==> config.mk <==
export PLATFORM = sky130hd
export DESIGN_NAME = rwfa_isqrt
export DESIGN_NICKNAME = d
export VERILOG_FILES = /design/src/rtl/rwfa_isqrt.sv
export SDC_FILE = /design/constraint.sdc
export NUM_CORES = 1
export LEC_CHECK = 0
export ABC_AREA = 1
export BUFFER_PORTS_ARGS = -buffer_cell sky130_fd_sc_hd__buf_2
export CORE_MARGIN = 3
export CORE_UTILIZATION = 35
export DETAILED_ROUTE_END_ITERATION = 7
export PLACE_DENSITY = 0.63
export SLEW_MARGIN = 10
export SYNTH_ARGS = -nofsm -noshare
export SYNTH_HDL_FRONTEND = slang
export SYNTH_SLANG_ARGS = --single-unit
==> constraint.sdc <==
create_clock -name clk_i -period 2.4 [get_ports clk_i]
set_input_delay 0 -clock clk_i [delete_from_list [all_inputs] [get_ports clk_i]]
set_output_delay 0 -clock clk_i [all_outputs]
set_load 0.02 [all_outputs]
==> src/rtl/rwfa_isqrt.sv <==
`default_nettype none
module rwfa_isqrt (
  input  wire logic        clk_i,
  input  wire logic        rst_ni,
  input  wire logic        start_i,
  input  wire logic [49:0] val_i,
  output logic             done_o,
  output logic [24:0]      root_o
);

  // Restoring square root, one result bit per cycle.
  logic [49:0] rem_q, rem_d;
  logic [24:0] root_q, root_d;
  logic [49:0] val_q, val_d;
  logic [4:0]  cnt_q, cnt_d;
  logic        busy_q, busy_d;
  logic [26:0] trial;
  logic [26:0] remsh;

  assign remsh = {rem_q[24:0], val_q[49:48]};
  assign trial = {root_q, 2'b01};

  always_comb begin
    rem_d  = rem_q;
    root_d = root_q;
    val_d  = val_q;
    cnt_d  = cnt_q;
    busy_d = busy_q;
    done_o = 1'b0;
    if (start_i) begin
      rem_d  = '0;
      root_d = '0;
      val_d  = val_i;
      cnt_d  = 5'd0;
      busy_d = 1'b1;
    end else if (busy_q) begin
      val_d = {val_q[47:0], 2'b00};
      if (remsh >= trial) begin
        rem_d  = {23'd0, remsh - trial};
        root_d = {root_q[23:0], 1'b1};
      end else begin
        rem_d  = {23'd0, remsh};
        root_d = {root_q[23:0], 1'b0};
      end
      cnt_d = cnt_q + 5'd1;
      if (cnt_q == 5'd24) begin
        busy_d = 1'b0;
        done_o = 1'b1;
      end
    end
  end

  assign root_o = root_d;

  always_ff @(posedge clk_i or negedge rst_ni) begin
    if (!rst_ni) begin
      busy_q <= 1'b0;
      cnt_q  <= '0;
    end else begin
      busy_q <= busy_d;
      cnt_q  <= cnt_d;
    end
  end

  always_ff @(posedge clk_i) begin
    rem_q  <= rem_d;
    root_q <= root_d;
    val_q  <= val_d;
  end

endmodule
`default_nettype wire

==> impl_metrics.env <==
export IMPL_outcome="finished, final reports clean"
export IMPL_critPathRequiredTime_ns=2.40
export IMPL_synth_ff_type="edfxtp_1"
export IMPL_cts_path_max_buffers=2
export IMPL_place_area_um2=6980
export IMPL_cp_top_family="simple AND/OR/NAND/NOR gates"
export IMPL_setup_tns_ns=0
export IMPL_grtUsageTotal_pct=16.2
export IMPL_period_minus_slack_ns=2.24
export IMPL_syn2layout_area_growth_pct=27.4
export IMPL_seqCellArea_um2=2650
export IMPL_crit_fanout=5
export IMPL_hold_violations=0
export IMPL_hold_path_class="input port to register"
export IMPL_n_fill_cell=1725
export IMPL_drt_pass1_iter_count=4
export IMPL_wl_per_cell_um=13.8
export IMPL_clock_fmax_ghz=0.447
export IMPL_syn_nets=878
export IMPL_end_kind="output pin"
export IMPL_vias=5456
export IMPL_via_per_inst=4.71
export IMPL_grt_max_degree=43
export IMPL_syn_inst=796
export IMPL_setup_viol=0
export IMPL_initial_core_util_pct=36.1
export IMPL_worstSetupPathType="register to output pin"
export IMPL_synth_largest_area_cell="edfxtp_1"
export IMPL_fin_skew_ns=0.0123
export IMPL_antenna_found_initial=0
export IMPL_cpPeakStageDelay_ns=0.35
export IMPL_wl_mm=15.9
export IMPL_tightest_slew_ns=0.882
export IMPL_rows=48
export IMPL_nets=1010
export IMPL_cts_made_buffers=9
export IMPL_ys_ff_latch=106
export IMPL_yosys_cell_count_top_type="nand2_1"
export IMPL_syn_area_um2=6290
export IMPL_die_x_um=140
export IMPL_drv_slew=0
export IMPL_clock_sinks=106
export IMPL_fin_area_um2=8010
export IMPL_drive_gt1_share_pct=21.5
export IMPL_path_clk_slew_ns=0.08
export IMPL_period_share_pct=93.2
export IMPL_vdd_ir_drop_max_v=0.000515
export IMPL_crit_chain="inv_1 -> ha_1 -> nand2_1 -> nor2_2 -> nor3b_2 -> a21oi_4 -> nand3_4 -> nand2_2 -> o21ai_2 -> buf_4"
export IMPL_diodes=0
export IMPL_placed_cells=1089
export IMPL_port_buffers=78
export IMPL_critPathLaunchType="register"
export IMPL_grt_ovfl_total=0
export IMPL_grt_pass1_vias=5399
export IMPL_h_tree_depth=3
export IMPL_drc_errors=0
export IMPL_synth_area_leaders="edfxtp_1 24%, nand2_1 16%, dfxtp_1 16%, mux2_2 8.6%, inv_1 7.6%"
export IMPL_cp_slowest_cell="ha_1"
export IMPL_relSlewSlack_pct=41.1
export IMPL_hpwlAfterDp_mm=11.2
export IMPL_ys_types=36
export IMPL_p_leak_nw=3.87
export IMPL_powerDensity_nw_per_um2=1130
export IMPL_worst_path_buf_inv=2
export IMPL_drt_initial_drc_count=277
export IMPL_clockRootBuffer="clkbuf_16"
export IMPL_cts_tree="done"
export IMPL_rsz0062_at_grt="no"
export IMPL_synthTopCellsByCount="268 x nand2_1, 127 x inv_1, 50 x dfxtp_1, 50 x edfxtp_1, 48 x mux2_2"
export IMPL_synth_edf_count=50
export IMPL_synth_warnings=0
export IMPL_avgSynthCellArea_um2=7.90
export IMPL_synth_seq_area_share_pct=42.2
export IMPL_critPathArrivalTime_ns=2.24
export IMPL_die_h_um=140
export IMPL_grt_first_pass_wirelength_mm=26.3
export IMPL_clk_latency_ns=0.36
export IMPL_cap_violations=0
export IMPL_postRouteAntennaNets=0
export IMPL_stdcell_count=1158
export IMPL_multi_input_area_um2=3220
export IMPL_async_flop_share_pct=5.66
export IMPL_synth_top_area_share_pct=23.9
export IMPL_core_area_um2=17400
export IMPL_dieArea_um2=19600
export IMPL_ios=79
export IMPL_gp_congestion=0.934
## layer usage
layer	GRT usage, %	part of all wire [%]
met1	21.9	48
met2	26.8	46
met3	3.31	4.4
met4	3.93	1.4
met5	0	0
## placed cells by master, fill, tap and decap left out, types with 2 or more instances in the layout
cell,instances
nand2_1,266
inv_1,127
buf_2,77
dlygate4sd3_1,52
dfxtp_1,50
edfxtp_1,50
mux2_2,48
nand3_1,42
nand4_1,31
o22ai_1,24
nor2_1,23
a21oi_1,17
ha_1,14
buf_4,14
ha_4,13
nor2_2,10
clkbuf_16,9
inv_2,6
xor2_1,6
dfrtp_1,6
nand3_2,4
and2_1,4
xnor2_1,4
o21a_1,3
o21bai_1,3
nand3b_1,3
nand3_4,2
nand2_2,2
o21ai_0,2
ha_2,2
inv_8,2
inv_6,2
buf_12,2
## stage by stage
| stage | hold WS (ns) | setup slack [ns] | power (mW) | util [%] |
|---|---|---|---|---|
| final | 0.156 | 0.162 | 9.04 | 46.0 |
| after global routing | 0.204 | 0.00338 | 9.92 | 46.0 |
| after CTS | 0.146 | 0.0569 | 8.79 | 44.8 |
| after detailed placement | -0.168 | 0.356 | 7.11 | 40.1 |
| after global placement | -0.162 | 0.361 | 7.10 | 40.1 |
| after floorplan | -0.296 | 0.0922 | 6.07 | - |
## path summary, 6_finish.rpt
kind / slack (ns) / endpoint / depth (start not counted) / start
worst min register to register: 0.46 / rem_q[23] / 2 / rem_q[23]
worst min-delay path: 0.16 / busy_q / 3 / start_i
max in group asynchronous: 1.59 / cnt_q[0] / 3 / rst_ni
min in group asynchronous: 0.58 / cnt_q[3] / 3 / rst_ni
worst max-delay path: 0.16 / root_o[0] / 10 / root_q[18]
worst max register to register: 0.36 / rem_q[6] / 12 / root_q[18]
## tightest hold or removal path, cell delays in order
cell and delay, ns:
buf_2 0.27, nor2_1 0.17, nor2_1 0.04
## registers in the layout (all words and copies together) (netlist names)
signal and count:
val_q 50, cnt_q 5, rem_q 25, root_q 25, busy_q 1
## final cells by class
type	instances	share of cell area [%]
sequential	106	33.1
clock inverter	7	1.01
inverter	134	6.28
multi-input combinational	532	40.2
tap	225	3.51
clock buffer	9	2.81
timing repair buffer	145	13.1
## power by group
group          internal (mW)  switching [mW]
sequential              2.19           0.211
combinational           1.95            3.15
clock                  0.753           0.784
## what timing repair did
| action | in CTS | in global routing |
|---|---|---|
| hold buffers | 52 | 0 |
| endpoints found under the setup margin | 1 | 1 |
| resized for setup | 4 | 24 |
| hold endpoints to repair | 56 | 0 |
| pin swaps | 0 | 2 |
| buffers inserted | 0 | 1 |
## kinds of logic (layout without fill, tap and decap cells)
logic type	after synthesis	count (layout)	synth area share, %
buf+inv	158	295	9.89
flops	106	106	42.2
simple gates	393	393	27.2
compound gates	52	52	5.03
fa+ha+maj	29	29	5.77
xor+xnor	10	10	1.39
mux	48	48	8.59
Power figures use the tool's default switching activity.
