<file path="src/rtl/rwfa_div.sv">
`default_nettype none
module rwfa_div #(
  parameter int unsigned NumW = 48,
  parameter int unsigned DenW = 24
) (
  input  wire logic            clk_i,
  input  wire logic            rst_ni,
  input  wire logic            start_i,
  input  wire logic [NumW-1:0] num_i,
  input  wire logic [DenW-1:0] den_i,
  output logic                 done_o,
  output logic [NumW-1:0]      quo_o
);

  localparam int unsigned CntW = $clog2(NumW + 1);

  // Unsigned restoring divider, one quotient bit per cycle.
  logic [NumW-1:0] quo_q, quo_d;
  logic [DenW:0]   rem_q, rem_d;
  logic [DenW-1:0] den_q, den_d;
  logic [CntW-1:0] cnt_q, cnt_d;
  logic            busy_q, busy_d;
  logic [DenW:0]   sh;

  assign sh = {rem_q[DenW-1:0], quo_q[NumW-1]};

  always_comb begin
    quo_d  = quo_q;
    rem_d  = rem_q;
    den_d  = den_q;
    cnt_d  = cnt_q;
    busy_d = busy_q;
    done_o = 1'b0;
    if (start_i) begin
      quo_d  = num_i;
      rem_d  = '0;
      den_d  = den_i;
      cnt_d  = '0;
      busy_d = 1'b1;
    end else if (busy_q) begin
      if (sh >= {1'b0, den_q}) begin
        rem_d = sh - {1'b0, den_q};
        quo_d = {quo_q[NumW-2:0], 1'b1};
      end else begin
        rem_d = sh;
        quo_d = {quo_q[NumW-2:0], 1'b0};
      end
      cnt_d = cnt_q + CntW'(1);
      if (cnt_q == CntW'(NumW - 1)) begin
        busy_d = 1'b0;
        done_o = 1'b1;
      end
    end
  end

  assign quo_o = quo_d;

  always_ff @(posedge clk_i or negedge rst_ni) begin
    if (!rst_ni) begin
      busy_q <= 1'b0;
      cnt_q  <= '0;
    end else begin
      busy_q <= busy_d;
      cnt_q  <= cnt_d;
    end
  end

  always_ff @(posedge clk_i) begin
    quo_q <= quo_d;
    rem_q <= rem_d;
    den_q <= den_d;
  end

endmodule
`default_nettype wire

</file>
<file path="config.mk">
export PLATFORM = sky130hd
export DESIGN_NAME = rwfa_div
export DESIGN_NICKNAME = d
export VERILOG_FILES = /design/src/rtl/rwfa_div.sv
export SDC_FILE = /design/constraint.sdc
export NUM_CORES = 1
export LEC_CHECK = 0
export ABC_AREA = 1
export BUFFER_PORTS_ARGS = -buffer_cell sky130_fd_sc_hd__buf_2
export CAP_MARGIN = 15
export CORE_UTILIZATION = 45
export CTS_CLUSTER_DIAMETER = 120
export DETAILED_ROUTE_END_ITERATION = 8
export MAX_ROUTING_LAYER = met4
export PLACE_DENSITY_LB_ADDON = 0.3
export REMOVE_ABC_BUFFERS = 1
export SETUP_SLACK_MARGIN = 0.5
export SYNTH_ARGS = -nofsm -noshare
export SYNTH_HDL_FRONTEND = slang
export SYNTH_SLANG_ARGS = --single-unit
</file>
<file path="constraint.sdc">
create_clock -name clk_i -period 6 [get_ports clk_i]
set_input_delay 0 -clock clk_i [delete_from_list [all_inputs] [get_ports clk_i]]
set_output_delay 0 -clock clk_i [all_outputs]
set_load 0.05 [all_outputs]
</file>
==> reports/results.tsv <==
stage	metric	value	unit
status	outcome	finished clean	
timing	Worst Skew	11.4	ps
timing	Slew HR	42.4	%
logic_synthesis	EDFF count, synth	24	
clock_network	TritonCTS buffer count	9	
logic_synthesis	Post-synth top flop	dfxtp_1	
logic_synthesis	Avg Inst Size Synth	7.01	µm²
logic_synthesis	Seq/Total Area, Yosys	39.5	%
grt	initial antenna violation count	0	
grt	Overflow after GRT	0	
route	Via Count	5892	
logic_synthesis	Synth Register Bits	103	
power_and_ir_drop	switching fraction of total power	44.3	%
logic_synthesis	post-synth top area cell	dfxtp_1	
finish	# nets final	1130	
power_and_ir_drop	Internal Pwr Total	0.00166	W
setup_path	endpoint class of the critical path	primary output	
timing	Tcrit/Tclk final	51.6	%
timing	Max Clock Freq	323	MHz
clock_network	# resized after CTS	0	
route	drt total wl	16600	µm
power_and_ir_drop	switching power	0.00132	W
power_and_ir_drop	Leak Pwr	4.09	nW
setup_path	CP dominant cell by count	nand2_1	
route	Via density	4.89	
power_and_ir_drop	clock power share	19.9	%
grt	GRT Total Usage	26.8	%
clock_network	postcts setup bufs	0	
placement	DP Worst Slack	3270	ps
route	residual DRC count	0	
setup_path	CP required	6000	ps
logic_synthesis	Mapped Area	5920	µm²
timing	minimum clock period after layout	3100	ps
route	post-route ant nets	0	
clock_network	CTS tree	yes	
setup_path	CP delay by family, top	simple AND/OR/NAND/NOR gates	
setup_path	critical path arrival	3100	ps
timing	worst-margin pin slew	864	ps
setup_path	slowest CP cell	a21oi_4	
finish	Multi-input gate area	2770	µm²
worst_hold_path	Hold WC Path Type	in2async	
timing	setup violators final	0	
clock_network	CTS Sinks	103	
job	Max-Cap Viols	0	
logic_synthesis	Synth cell types	33	
placement	I/O Buffers	123	
finish	fin util	60.4	%
clock_network	Hold Buf Count CTS	73	
die	row count	41	
route	Iter 0 DRT Violations	332	
grt	vias in the first global route	5885	
finish	diode count	0	
power_and_ir_drop	peak supply drop	0.000236	V
timing	Sum Neg Setup Slack	0	ps
setup_path	Worst path max stage delay	620	ps
die	Die Y	117	µm
power_and_ir_drop	Logic pwr share	49.3	%
clock_network	Skew-Pair Late Insertion Delay	360	ps
grt	first-pass GRT wire length	27400	µm
clock_network	maximum root-to-sink buffer count	2	
logic_synthesis	Synth top area share	24.3	%
logic_synthesis	largest cells by area after synthesis	dfxtp_1, nand2_1, edfxtp_1	
setup_path	CP max FO	25	
setup_path	Worst setup SP type	flop	
finish	Area growth, synth to finish	29.7	%
placement	routability cong.	0.972	
clock_network	clock slew at reported path FFs	80	ps
timing	final setup margin	2900	ps
finish	register area	2340	µm²
finish	filler cell count	1208	
die	IO Count	124	
timing	Final Hold Violating Endpoints	0	
die	Die Area	13600	µm²
logic_synthesis	Mapped Cells	845	
power_and_ir_drop	PwrDens	388	nW/µm²
setup_path	WP buf/inv	4	
setup_path	critical path class	reg2out	
finish	share of layout cells above drive strength 1	14.8	%
logic_synthesis	Post-synth ARST share	6.80	%
power_and_ir_drop	sequential power share	30.9	%
die	starting density of the core	46.5	%
clock_network	Root Buffer	clkbuf_16	
timing	Slew Viols, Final	0	
grt	largest net degree at the start of global routing	44	
logic_synthesis	warnings from Yosys	0	
die	Die Span X	117	µm
route	TritonRoute pass-1 iters	5	
placement	DP Wirelength	11200	µm
clock_network	H-tree Lvls	3	
die	core area	12700	µm²
timing	RSZ-0062 raised after global routing	no	
setup_path	critical path, cell by cell	inv_1 > ha_1 > nand2_1 > inv_1 > nand2_1 > nand2_1 > inv_1 > nand2_1 > a21oi_4 > nand3_4 > nand2_1 > nand2_1 > buf_2	
route	WL/cell	13.7	µm
-- power by group through the flow --
stage	Clock, W	Combinational [W]	Sequential, W
floorplan	0	0.00110	0.000910
global placement	0	0.00141	0.000928
detailed placement	0	0.00141	0.000930
CTS	0.000599	0.00146	0.000917
global route	0.000631	0.00166	0.000934
finish	0.000592	0.00147	0.000919
-- worst paths after layout --
kind	end	start	slack, ps	depth (start not counted)
worst max-delay path	quo_o[0]	den_q[16]	2900	13
worst min-delay path	busy_q	rst_ni	10	2
worst max register to register	rem_q[22]	den_q[16]	3290	14
worst min register to register	rem_q[11]	rem_q[11]	480	2
max in group asynchronous	cnt_q[0]	rst_ni	5810	2
min in group clk_i	den_q[9]	start_i	310	1
-- cells in the mapped netlist, drive strengths merged (7+ instances only) --
cell type	count
nand2	298
inv	182
dfxtp	72
o221ai	46
nand3	45
nor2	36
nand4	30
ha	25
edfxtp	24
a21oi	17
buf	14
clkbuf	14
o21ai	9
dfrtp	7
-- kinds of logic (layout without fill, tap and decap cells) --
logic type,Yosys count,in the layout,synth area share [%]
XOR/XNOR,9,9,1.33
AND/OR/NAND/NOR,421,421,30.1
buffers and inverters,210,399,13.8
AO/OA/AOI/OAI,76,76,9.72
adder cells (fa/ha/maj),26,26,5.62
flip-flops,103,103,39.5
-- final cells by class --
class | instances | share of cell area, %
clock buffers | 12 | 3.34
clock inverters | 4 | 0.472
inverters | 182 | 8.89
multi-input cells | 532 | 36.0
flip-flops and latches | 103 | 30.4
well taps | 172 | 2.80
repair buffers | 201 | 18.0
-- through the flow --
| stage | cells | total power [W] | area [µm²] | hold slack (ps) |
|---|---|---|---|---|
| floorplan | 817 | 0.00201 | 5790 | -296 |
| CTS | 1206 | 0.00298 | 7680 | 16.4 |
| finish | 1206 | 0.00298 | 7680 | 13.5 |
| global placement | 1117 | 0.00234 | 6660 | -151 |
| detailed placement | 1117 | 0.00234 | 6660 | -146 |
| global route | 1206 | 0.00323 | 7680 | 22.8 |
-- worst reg2reg max path, delay by kind of cell, from the launching register on --
family	cells	cell delay, ps
AND/OR/NAND/NOR	9	1200
adder cells (fa/ha/maj)	1	320
flip-flops	1	330
AO/OA/AOI/OAI	1	620
buffers and inverters	3	140
-- cells in the final DEF (no fill, tap or decap), types with 2 or more instances in the layout --
cell	instances
nand3_1	44
dfxtp_1	72
o221ai_1	46
nor2_2	4
ha_1	25
clkbuf_16	9
nand2_2	2
inv_8	2
xor2_1	3
nor2_1	32
clkbuf_8	2
dlygate4sd3_1	73
a21oi_1	16
dfrtp_1	7
buf_4	5
nor3_1	3
inv_1	182
xnor2_1	6
buf_2	123
o21ai_0	9
nand4_1	30
edfxtp_1	24
nand3b_1	5
nand2_1	296
-- registers in the layout, indices dropped and copies added (netlist names) --
name and flops:
busy_q 1, cnt_q 6, den_q 24, quo_q 48, rem_q 24
-- per-layer routing --
metal | global-route usage (%) | part of all wire (%) | wire [µm] | up-vias
met1 | 31.6 | 43 | 7130 | 2583
li1 | - | - | - | 3058
met2 | 44.7 | 47 | 7850 | 217
met3 | 6.59 | 7.1 | 1180 | 34
met4 | 9.11 | 2.4 | 391 | 0
met5 | - | 0 | 0 | -
(Power assumes the default switching activity.)
