<file path="src/rtl/rwfa_ram.sv">
`default_nettype none
module rwfa_ram #(
  parameter int unsigned Width = 8,
  parameter int unsigned Depth = 16,
  parameter int unsigned AddrW = (Depth > 1) ? $clog2(Depth) : 1
) (
  input  wire logic             clk_i,
  input  wire logic             we_i,
  input  wire logic [AddrW-1:0] waddr_i,
  input  wire logic [Width-1:0] wdata_i,
  input  wire logic [AddrW-1:0] raddr_i,
  output logic [Width-1:0]      rdata_o
);

  logic [Width-1:0] mem [Depth];

  // Single write port and registered read port.
  always_ff @(posedge clk_i) begin
    if (we_i) begin
      mem[waddr_i] <= wdata_i;
    end
    rdata_o <= mem[raddr_i];
  end

endmodule
`default_nettype wire

</file>
<file path="config.mk">
export PLATFORM = sky130hd
export DESIGN_NAME = rwfa_ram
export DESIGN_NICKNAME = d
export VERILOG_FILES = /design/src/rtl/rwfa_ram.sv
export SDC_FILE = /design/constraint.sdc
export NUM_CORES = 1
export LEC_CHECK = 0
export BUFFER_PORTS_ARGS = -buffer_cell sky130_fd_sc_hd__buf_4
export CORE_MARGIN = 8
export CORE_UTILIZATION = 30
export DETAILED_ROUTE_END_ITERATION = 8
export GPL_TIMING_DRIVEN = 0
export SLEW_MARGIN = 0
export SYNTH_ARGS = -nofsm -noshare
export SYNTH_HDL_FRONTEND = slang
export SYNTH_SLANG_ARGS = --single-unit
</file>
<file path="constraint.sdc">
create_clock -name clk_i -period 2.5 [get_ports clk_i]
set_clock_uncertainty 0.05 [all_clocks]
set_input_delay 0.5 -clock clk_i [delete_from_list [all_inputs] [get_ports clk_i]]
set_output_delay 0.5 -clock clk_i [all_outputs]
set_load 0.03 [all_outputs]
</file>
==> results.py, run 1 <==
metrics = {
    "status": {
        "outcome": "complete, no violations",
    },
    "synthesis": {
        "synth.area.top_cells": "edfxtp_1 (75%), mux4_2 (7.9%), mux4_1 (7.1%)",
        "yosysTopAreaCellShare_pct": 74.67,
        "synthCells": 229,
        "synth_cell_types": 19,
        "synth_area_mm2": 0.005147,
        "synthesis.nets": 247,
        "yosys.area.top_type": "edfxtp_1",
        "synth_enable_flop_cells": 128,
        "async_flop_share_pct": 0,
        "avgSynthCellArea_um2": 22.48,
        "synthFlopType": "edfxtp_1",
        "ys_seq_elements": 136,
        "synth_common_cells": "edfxtp_1 (128), mux4_2 (18), a22oi_1 (16)",
        "ys_seq_area_share_pct": 77.78,
        "yosysWarnings": 0,
        "post-synth-top-count-cell": "edfxtp_1",
    },
    "floorplan": {
        "die_w_um": 147.0,
        "row_count": 48,
        "die_y_um": 147.0,
        "io_pins": 26,
        "die-area_mm2": 0.02161,
        "start_util_pct": 30.18,
        "core_mm2": 0.01706,
    },
    "power": {
        "power.density_mw_per_mm2": 891.8,
        "irDropWorstVdd_v": 0.0004919,
        "p_leak_nw": 2.081,
        "total_power_mw": 5.597,
    },
    "place": {
        "place_inst": 478,
        "gp_congestion": 0.7249,
        "dpl-instance-area_mm2": 0.005609,
        "place_ws_ns": -0.2032,
        "portBuffers": 24,
        "hpwl_um": 6725,
    },
    "worst_setup_path": {
        "worstSetupPathType": "input pin to register",
        "startpoint_type": "input pin",
        "cp_cell_sequence": "buf_4 > or3b_2 > nor3_1 > clkbuf_2",
        "rr_startpoint": "mem[11][0]",
        "slowest_delay_ns": 0.61,
        "slowest_stage": "nor3_1",
        "cp.required_ns": 2.55,
        "cp_top_family": "simple AND/OR/NAND/NOR gates",
        "setup.worst_path.end_class": "register",
        "cp.buffers_inverters": 2,
        "arrival_ns": 2.07,
        "crit_fanout": 5,
        "startpoint": "waddr_i[2]",
    },
    "clock_network": {
        "clkSlewWorstSetupHoldPaths_ns": 0.06,
        "postCtsSetupBuffers": 0,
        "clk_path_buf_depth": 2,
        "cts.sinks": 136,
        "cts_tree": "built",
        "cts-resized-gates": 0,
        "cts_hold_buffers": 0,
        "insertion_delay_ns": 0.40,
        "cts_htree_levels": 4,
        "cts_buffers": 17,
        "root_buffer": "clkbuf_16",
    },
    "sta": {
        "grt_setup_unrepaired": "no",
        "period_needed_ns": 2.020,
        "setup_viol": 0,
        "worst_pin_slew_ns": 1.214,
        "tns_ns": 0,
        "max-slew-margin-rel_pct": 18.44,
        "hold_viol_final": 0,
        "fin_ws_ns": 0.4797,
        "finalCritPeriodShare_pct": 80.81,
        "slew_viol_final": 0,
        "fmax_ghz": 0.4950,
    },
    "grt": {
        "gr-usage-all-layers_pct": 9.934,
        "antenna_found_initial": 0,
        "grt_pass1_wl_um": 15550,
        "grt_pass1_vias": 2487,
        "grt_max_degree": 17,
        "grt.overflow.total": 0,
    },
    "drt": {
        "wl_per_cell_um": 20.50,
        "via_per_inst": 4.730,
        "antenna_left": 0,
        "dr.first_iter.drc_count": 143,
        "totalWireLength_um": 10470,
        "dr.pass1.iters": 4,
        "route.detailed.drc": 0,
        "num_vias": 2417,
    },
    "worst_hold_path": {
        "min-delay-start": "wdata_i[5]",
        "hold_path.class": "input pin to register",
    },
    "layout": {
        "nFillCells": 1582,
        "fin_area_mm2": 0.006276,
        "fin_cells": 511,
        "n_antenna_cell": 0,
        "final_nets": 291,
        "drive_above_1_share_pct": 29.72,
        "syn_to_final_growth_pct": 21.93,
    },
    "flow_run": {
        "cap_violations": 0,
    },
}
registers in the layout (all words and copies together) (netlist names):
name,flops
rdata_o,8
mem,128
layer usage:
layer,global-route usage [%],vias to the layer above,part of all wire (%)
li1,-,1063,-
met1,12.57,1286,45
met2,15.78,64,50
met3,3.045,4,4.4
met4,3.672,0,0.74
met5,0,-,0
where the power goes:
group	switching, mW	internal (mW)
registers	0.0125	2.55
logic	0.172	0.118
clock network	0.889	1.86
layout by cell type, fill, tap and decap left out:
| master | Yosys | layout |
|---|---|---|
| dfxtp_1 | 8 | 8 |
| buf_2 | 3 | 3 |
| buf_6 | 3 | 3 |
| nand2b_1 | 2 | 2 |
| or3b_2 | 1 | 1 |
| clkdlybuf4s25_2 | 3 | 3 |
| clkinvlp_4 | 0 | 2 |
| mux4_2 | 18 | 18 |
| clkinv_1 | 0 | 2 |
| edfxtp_1 | 128 | 128 |
| nand2_1 | 9 | 9 |
| nand3b_1 | 2 | 2 |
| nor3_2 | 0 | 1 |
| and2b_1 | 1 | 1 |
| a22oi_1 | 16 | 16 |
| clkbuf_2 | 0 | 1 |
| nor2_1 | 13 | 13 |
| clkinv_2 | 0 | 4 |
| mux4_1 | 14 | 14 |
| nor2b_1 | 1 | 1 |
| and2_1 | 1 | 1 |
| clkinv_4 | 0 | 1 |
| nand3_1 | 1 | 1 |
| buf_4 | 1 | 25 |
| bufinv_16 | 0 | 6 |
| nor3_1 | 4 | 3 |
| clkbuf_16 | 0 | 17 |
path summary, 6_finish.rpt:
path | end | slack, ns | depth (start not counted)
hold reg to reg | rdata_o[2] | 0.64 | 3
setup / recovery | mem[0][6] | 0.48 | 4
hold / removal | mem[6][5] | 0.37 | 1
setup reg to reg | rdata_o[0] | 1.05 | 3
logic make-up after synthesis:
kind of cell / after synthesis / synth area share [%]
DFF: 136 / 77.78
and+or+nand+nor: 35 / 3.184
muxes: 32 / 15.02
buffers and inverters: 10 / 1.677
AOI/OAI and AO/OA: 16 / 2.334
worst reg2reg max path: stages, from the launching register on:
cell	delay, ns
edfxtp_1	0.35
mux4_2	0.47
a22oi_1	0.36
nand2_1	0.09
per-stage QoR:
step                hold slack [ns]  util [%]
global route                 0.3733     36.80
global placement             0.6195     32.89
CTS                          0.3601     36.74
finish                       0.3747     36.80
floorplan                    0.5489         -
detailed placement           0.6291     32.89
cell type report:
class / instances / area (µm²) / area share (%)
buffer: 10 / 86.33 / 1.376
clock buffer: 17 / 425.4 / 6.778
clock inverter: 15 / 231.5 / 3.688
multi-input combinational: 83 / 1062 / 16.93
sequential: 136 / 4004 / 63.80
tap: 225 / 281.5 / 4.486
timing repair buffer: 25 / 185.2 / 2.951
No activity file was read; power rests on OpenSTA's default activity.
==> run 2, diff against run 1 <==
- ABC_AREA: default -> 1
- clock period: 2.5 -> 1.8 ns (I/O delays scaled with it)
==> run 2 against run 1 <==
Global-route usage up 2.6 points. Final cell count grew 64%. Non-clock buffer count is 11 higher. Register-to-register slack worse by 0.38 ns. Flip-flop and latch count is the same. Worst hold slack worse by 0.15 ns. Setup slack worse by 0.15 ns. Critical path depth unchanged. Wire length increased by 39%. Largest power group unchanged. Highest routed layer unchanged.
==> results.py, run 2 <==
metrics = {
    "status": {
        "outcome": "complete, no violations",
    },
    "layout": {
        "largest-register": "mem",
        "largest_registers": "mem (128), rdata_o (8)",
        "largest_register_ffs": 128,
        "n_antenna_cell": 0,
        "syn_to_final_growth_pct": 18.53,
        "drive_above_1_share_pct": 12.40,
        "layout_commonest_cell": "nand2_1",
        "layout_common_cells": "nand2_1 (173), edfxtp_1 (128), inv_1 (100)",
        "final_nets": 610,
        "fin_cells": 839,
    },
    "worst_setup_path": {
        "reg2regPathDepth": 6,
        "cp_cell_sequence": "buf_4 > inv_1 > nand2_1 > nor2_1",
        "cp.depth": 4,
        "worstSetupPathType": "input pin to register",
        "setup.worst_path.end_class": "register",
        "slowest_stage": "nor2_1",
        "startpoint_type": "input pin",
        "cp.buffers_inverters": 2,
        "cp.required_ns": 1.79,
        "cp_top_family": "simple AND/OR/NAND/NOR gates",
        "arrival_ns": 1.46,
        "slowest_delay_ns": 0.82,
        "crit_fanout": 8,
    },
    "sta": {
        "hold_viol_final": 0,
        "fmax_ghz": 0.6782,
        "grt_setup_unrepaired": "no",
        "period_needed_ns": 1.474,
        "hold_ws_ns": 0.2228,
        "setup_viol": 0,
        "max-slew-margin-rel_pct": 30.03,
        "slew_viol_final": 0,
        "finalCritPeriodShare_pct": 81.91,
        "worst_pin_slew_ns": 1.046,
    },
    "floorplan": {
        "die_y_um": 154.6,
        "core_mm2": 0.01877,
        "die_w_um": 154.6,
        "io_pins": 26,
        "die-area_mm2": 0.02392,
        "start_util_pct": 30.73,
        "row_count": 50,
    },
    "clock_network": {
        "cts_buffers": 17,
        "cts_htree_levels": 4,
        "cts-resized-gates": 0,
        "cts_tree": "built",
        "root_buffer": "clkbuf_16",
        "cts_hold_buffers": 0,
        "clkSlewWorstSetupHoldPaths_ns": 0.06,
        "insertion_delay_ns": 0.42,
        "cts.sinks": 136,
        "clk_path_buf_depth": 2,
        "postCtsSetupBuffers": 0,
    },
    "synthesis": {
        "synth_area_mm2": 0.005767,
        "yosysWarnings": 0,
        "async_flop_share_pct": 0,
        "post-synth-top-count-cell": "nand2_1",
        "synth_top_family_by_area": "simple AND/OR/NAND/NOR gates",
        "synth_cell_types": 12,
        "synthFlopType": "edfxtp_1",
        "synth_enable_flop_cells": 128,
        "synthCells": 551,
        "synthAdderAreaFrac_pct": 0,
        "yosys.area_share.simple_pct": 21.05,
        "avgSynthCellArea_um2": 10.47,
        "yosysTopAreaCellShare_pct": 66.65,
        "ys_seq_elements": 136,
        "synth_common_cells": "nand2_1 (173), edfxtp_1 (128), inv_1 (100)",
        "ys_seq_area_share_pct": 69.43,
        "synthesis.nets": 569,
        "synth_compound_area_share_pct": 0,
        "muxShareOfSynthArea_pct": 0,
        "synth_xor_xnor_area_share_pct": 0,
        "yosys.area.top_type": "edfxtp_1",
        "synth.area.top_cells": "edfxtp_1 (67%), nand2_1 (11%), nand3_1 (8.4%)",
    },
    "flow_run": {
        "cap_violations": 0,
    },
    "power": {
        "irDropWorstVdd_v": 0.0005128,
        "power.density_mw_per_mm2": 1120,
        "total_power_mw": 7.655,
        "p_leak_nw": 2.918,
    },
    "grt": {
        "grt_max_degree": 17,
        "grt_pass1_wl_um": 21910,
        "grt.overflow.total": 0,
        "grt_pass1_vias": 3657,
        "gr-usage-all-layers_pct": 12.57,
        "antenna_found_initial": 0,
    },
    "drt": {
        "via_per_inst": 4.597,
        "totalWireLength_um": 14590,
        "antenna_left": 0,
        "route.detailed.drc": 0,
        "wl_per_cell_um": 17.39,
        "dr.first_iter.drc_count": 389,
        "dr.pass1.iters": 5,
        "num_vias": 3857,
    },
    "worst_hold_path": {
        "hold_path.class": "input pin to register",
        "min_path_cells": 1,
    },
    "place": {
        "hpwl_um": 9360,
        "place_inst": 807,
        "gp_congestion": 0.8314,
        "portBuffers": 22,
    },
}
[run 2: cell count changes after synthesis, moves of 4 or more]
cell,delta
a22oi_1,-16
buf_2,+10
inv_1,+100
mux4_1,-14
mux4_2,-18
nand2_1,+164
nand3_1,+96
nor2_1,+4
nor3_1,-4
[run 2: worst paths after layout]
kind	endpoint	slack [ns]	startpoint
min reg2reg	rdata_o[2]	0.66	mem[6][2]
max reg2reg	rdata_o[0]	0.67	mem[15][0]
max	mem[12][5]	0.33	waddr_i[1]
min	mem[8][2]	0.22	wdata_i[2]
[run 2: kinds of logic after synthesis]
logic type    Yosys count
buf+inv               126
simple gates          289
flops                 136
[run 2: per-layer routing]
layer / global-route usage [%] / up-vias / part of all wire (%) / wire length (µm)
met1: 16.73 / 1803 / 46 / 6746
li1: - / 1855 / - / -
met4: 4.760 / 0 / 1.6 / 239
met5: 0 / - / 0 / 0
met2: 19.46 / 178 / 45 / 6578
met3: 3.065 / 21 / 7.0 / 1024
[run 2: cell type report]
class	count	area, µm²
fill	1875	11930
timing repair buffer	22	165.2
sequential	136	4004
inverter	102	382.9
tap	234	292.8
buffer	24	166.4
multi-input combinational	289	1214
clock buffer	18	429.2
clock inverter	14	181.4
[run 2: where the power goes]
part           switching (mW)  internal [mW]
logic                   0.371          0.157
registers              0.0181           3.54
clock network            1.27           2.30
[run 2: metrics by stage]
stage / setup TNS, ns / util (%) / area (µm²) / setup slack, ns
2_1_floorplan: 0 / - / 5767 / 0.4392
3_3_place_gp: -3.317 / 33.17 / 6225 / -0.09107
3_5_place_dp: -3.709 / 33.17 / 6225 / -0.1081
4_1_cts: 0 / 36.42 / 6835 / 0.3107
5_1_grt: 0 / 36.42 / 6835 / 0.2596
6_report: 0 / 36.42 / 6835 / 0.3255
